--- src/rtl/mhpq_pkg.sv ---
// ============================================================================
// mhpq_pkg
// Shared types and constants for the min-heap priority queue: beat structs,
// status and action codes, and the control word that drives the cell row.
// ============================================================================
package mhpq_pkg;

    // Number of keys the queue can hold
    localparam int CAPACITY = 128;
    // Width of the key count, wide enough to hold CAPACITY itself
    localparam int CNT_W    = $clog2(CAPACITY + 1);
    localparam int KEY_W    = 32;
    localparam int OCC_W    = 8;

    typedef logic signed [KEY_W-1:0] t_key;
    typedef logic [CNT_W-1:0]        t_count;

    typedef enum logic {
        ACT_INSERT = 1'b0,
        ACT_REMOVE = 1'b1
    } t_action;

    typedef enum logic [1:0] {
        ST_OK    = 2'd0,
        ST_EMPTY = 2'd1,
        ST_FULL  = 2'd2
    } t_status;

    // Input beat
    typedef struct packed {
        t_action action;
        t_key    key_in;
    } t_in;

    // Output beat
    typedef struct packed {
        t_key             key_out;
        t_status          status;
        logic [OCC_W-1:0] occupancy;
    } t_out;

    // Row operation broadcast to every cell
    typedef enum logic [1:0] {
        ROW_HOLD = 2'd0,
        ROW_PUSH = 2'd1,
        ROW_POP  = 2'd2
    } t_row_op;

    typedef struct packed {
        t_row_op op;
        t_key    key;
    } t_row_ctrl;

endpackage

--- src/rtl/mhpq_cell.sv ---
// ============================================================================
// mhpq_cell
// One slot of the sorted key row. Decides locally whether a new key belongs
// at or before this slot, and on a push or pop takes its value from the new
// key or from the neighbour on either side.
// ============================================================================
module mhpq_cell (
    input  logic               i_clk,
    input  mhpq_pkg::t_row_ctrl i_ctrl,
    input  logic               i_occupied,
    input  mhpq_pkg::t_key     i_left_key,
    input  logic               i_left_goes,
    input  mhpq_pkg::t_key     i_right_key,
    output mhpq_pkg::t_key     o_key,
    output logic               o_goes
);
    import mhpq_pkg::*;

    t_key r_key;
    t_key n_key;

    // New key lands here or further left: slot is free or holds a larger key
    assign o_goes = !i_occupied || (i_ctrl.key < r_key);
    assign o_key  = r_key;

    // Next slot value
    always_comb begin
        unique case (i_ctrl.op)
            ROW_PUSH: begin
                if (i_left_goes) begin
                    n_key = i_left_key;
                end else if (o_goes) begin
                    n_key = i_ctrl.key;
                end else begin
                    n_key = r_key;
                end
            end
            ROW_POP:  n_key = i_right_key;
            default:  n_key = r_key;
        endcase
    end

    // Slot payload, no reset needed: count says which slots are live
    always_ff @(posedge i_clk) begin
        r_key <= n_key;
    end

endmodule

--- config.mk ---
export PLATFORM = sky130hd
export DESIGN_NAME = mhpq_cell
export DESIGN_NICKNAME = d
export VERILOG_FILES = /design/src/rtl/mhpq_pkg.sv /design/src/rtl/mhpq_cell.sv
export SDC_FILE = /design/constraint.sdc
export NUM_CORES = 1
export LEC_CHECK = 0
export ABC_AREA = 1
export BUFFER_PORTS_ARGS = -buffer_cell sky130_fd_sc_hd__buf_2
export CORE_MARGIN = 2
export CORE_UTILIZATION = 49
export CTS_CLUSTER_DIAMETER = 40
export CTS_CLUSTER_SIZE = 10
export DETAILED_ROUTE_END_ITERATION = 6
export PLACE_DENSITY = 0.84
export SYNTH_ARGS = -nofsm -noshare
export SYNTH_HDL_FRONTEND = slang
export SYNTH_SLANG_ARGS = --single-unit
export TNS_END_PERCENT = 1
--- constraint.sdc ---
create_clock -name i_clk -period 5.3 [get_ports i_clk]
set_input_delay 1.06 -clock i_clk [delete_from_list [all_inputs] [get_ports i_clk]]
set_output_delay 1.06 -clock i_clk [all_outputs]
set_load 0.05 [all_outputs]
==> metrics.md <==
| Metric | Value |
|---|---|
| GRT overflow | 0 |
| Final hold vios | 0 |
| Final TNS setup | 0 ps |
| Number of gates resized after CTS | 0 |
| Worst Path Arrival | 2520 ps |
| Worst min path class | input port to flip-flop |
| Area of the core | 4750 sq um |
| Die Area | 5570 sq um |
| Clk buf depth | 2 |
| Routed vias/inst | 4.97 |
| Crit path cell chain | buf_2 -> ha_1 -> a21oi_1 -> o21ai_0 -> a21oi_1 -> nand2_1 -> nand2_1 -> nand3_1 -> nand3_1 -> buf_2 |
| Initial Util | 51.4% |
| Area after DPL | 3140 sq um |
| Post-CTS setup buffers | 0 |
| Max Clk Rate | 0.279 GHz |
| Die width | 74.6 um |
| Cell Int Power | 493 uW |
| XOR/XNOR Fraction of Synth Area | 0% |
| WL final | 6.38 mm |
| Adder-cell share of the synthesized area | 15.9% |
| Pre-Repair DR Iteration Count | 4 |
| Clock skew | 5.67 ps |
| Maximum vdd ir drop | 143 uV |
| Worst Path Required | 4240 ps |
| Post-Route Utilization | 67.8% |
| Crit Path Max Fanout | 2 |
| Critical path endpoint category | output pin |
| Setup crit start kind | input port |
| Total GRT Usage | 23.0% |
| Rows | 25 |
| Synth top area share | 39.3% |
| Mapped Area | 2440 sq um |
| Worst slew pin tran | 1070 ps |
| Filler cells | 436 |
| Routed Antenna Nets | 0 |
| Final net count | 577 |
| CTS Buf Count | 5 |
| Highest Signal Layer | met4 |
| Root buf cell | clkbuf_8 |
| Count of different cell masters after synthesis | 19 |
| Switching Share | 36.7% |
| Switching power | 285 uW |
| Yosys top cell by area | edfxtp_1 |
| DRC Markers | 0 |
| Minimum clock period | 3580 ps |
| Clock group share of total power | 23.1% |
| Area grow syn2layout | 31.9% |
| LEAKAGE | 1.74 nW |
| Outcome | finished clean |
| CTS Hold Bufs | 0 |
| PortBufs | 133 |
| Logic pwr share | 35.7% |
| RSZ-0062 raised after global routing | false |
| Height of the die | 74.6 um |
| Simple-gate portion of the synthesized area | 23.4% |
| DRT iter0 DRCs | 159 |
| Largest family of logic cells by synthesized area | simple AND/OR/NAND/NOR gates |
| Ports | 134 |
| H-tree depth | 2 |
| Final Instance Area | 3220 sq um |
| CP max stage delay | 310 ps |
| Largest cells by area after synthesis | edfxtp_1 39%, ha_1 16%, nand2_1 15% |
| Period utilization | 67.6% |
| Max FFs per register | 32 |
| Final count of pins violating max slew | 0 |
| Syn Inst Count | 318 |
| # Max-Cap Violations | 0 |
| Worst hold slack | 1130 ps |
| Routed vias | 2552 |
| Antenna violations before repair | 0 |
| Sequential area share after synthesis | 39.3% |
| Slowest stage cell, crit path | ha_1 |
| CTS tree | yes |
| Complex-gate fraction of the synthesized area | 12.5% |
| Global-route wire length before repair | 9.69 mm |
| Pwr Density | 241 nW/um^2 |
| Met2 wire len | 3.12 mm |
| GPL Wtd Cong | 0.785 |
| Layout cells sized above 1 | 32.1% |
| Met3 wire length | 389 um |
| R2r setup slk | 2520 ps |
| Yosys warnings | 0 |
| Clk_lat worst skew | 280 ps |
| Synthesized Nets | 450 |
| DPL Wire Length | 4.87 mm |
| Setup Viol. Count Final | 0 |
| Mean Syn Cell Area | 7.69 sq um |
| Clock transition at the registers of the reported paths | 70 ps |
| Largest net degree at the start of global routing | 66 |
| Antenna cells | 0 |
| # clock sinks | 32 |
| Reg power frac | 41.2% |
| Setup CP Type | input port to output pin |
| Portion of netlist area occupied by mux cells | 0% |
| M1 wire length | 2.77 mm |
| Slew headroom | 28.2% |
| Post-DR wirelength/cell | 12.4 um |
| #FFs+latches synth | 32 |
| Number of global-route vias before repair | 2262 |
synthesized netlist by cell type:
| cell | count |
|---|---|
| buf_2 | 6 |
| a21oi_2 | 1 |
| a21oi_1 | 14 |
| inv_1 | 42 |
| o21ai_1 | 1 |
| clkbuf_1 | 5 |
| nand3_1 | 4 |
| o21a_1 | 1 |
| nor2_2 | 1 |
| buf_1 | 3 |
| ha_1 | 31 |
| edfxtp_1 | 32 |
| nor3_2 | 1 |
| nor2_1 | 40 |
| a31oi_1 | 32 |
| nor3_1 | 1 |
| nand4_1 | 2 |
| o21ai_0 | 3 |
| nand2_1 | 98 |
power by group through the flow:
stage | Combinational, mW | Sequential [mW] | Clock (mW)
floorplan | 0.113 | 0.402 | 0
global placement | 0.270 | 0.325 | 0
detailed placement | 0.278 | 0.326 | 0
CTS | 0.279 | 0.321 | 0.182
global route | 0.307 | 0.323 | 0.190
finish | 0.278 | 0.321 | 0.180
logic make-up (layout without fill, tap and decap cells):
kind of cell               count (synthesis)  count (layout)
DFF                                       32              32
adders and majority gates                 31              31
buffers and inverters                     56             184
AOI/OAI and AO/OA                         52              52
and+or+nand+nor                          147             147
placed cells by master (no fill, tap or decap), drive strengths merged:
cell type	Yosys	routed
edfxtp	32	32
a21oi	15	15
nand3	4	4
ha	31	31
inv	42	42
a31oi	32	32
nand2	98	98
nor3	2	2
nor2	41	41
o21a	1	1
buf	9	134
clkinv	0	1
o21ai	4	4
nand4	2	2
clkbuf	5	7
final timing paths:
kind	from	endpoint	depth (start not counted)
setup / recovery	i_ctrl[11]	o_goes	10
hold / removal	i_right_key[25]	o_key[25]	3
setup reg to reg	o_key[11]	o_key[5]	12
hold reg to reg	o_key[31]	o_key[30]	7
metal layers:
metal,vias to the layer above,track usage (%)
li1,1313,-
met1,1132,28.8
met2,98,40.5
met3,9,4.15
met4,0,6.94
met5,-,0
critical path, delay by kind of cell:
kind,cells,cell delay (ps)
adder cells (fa/ha/maj),1,310
AO/OA/AOI/OAI,3,430
AND/OR/NAND/NOR,4,310
buffers and inverters,2,400
per-stage QoR:
stage	setup WS [ps]	power [mW]	instances
4_1_cts	1730	0.782	513
3_5_place_dp	1440	0.604	505
6_report	1720	0.778	513
2_1_floorplan	1920	0.515	318
3_3_place_gp	1520	0.595	505
5_1_grt	1490	0.820	513
layout make-up:
| cell class | instances | area, sq um | share of cell area [%] |
|---|---|---|---|
| clock inverters | 1 | 3.75 | 0.116 |
| multi-input cells | 230 | 1270 | 39.3 |
| clock buffers | 7 | 76.3 | 2.37 |
| flip-flops and latches | 32 | 961 | 29.8 |
| well taps | 67 | 83.8 | 2.60 |
| inverters | 42 | 158 | 4.89 |
| repair buffers | 134 | 673 | 20.9 |
(Power assumes the default switching activity.)
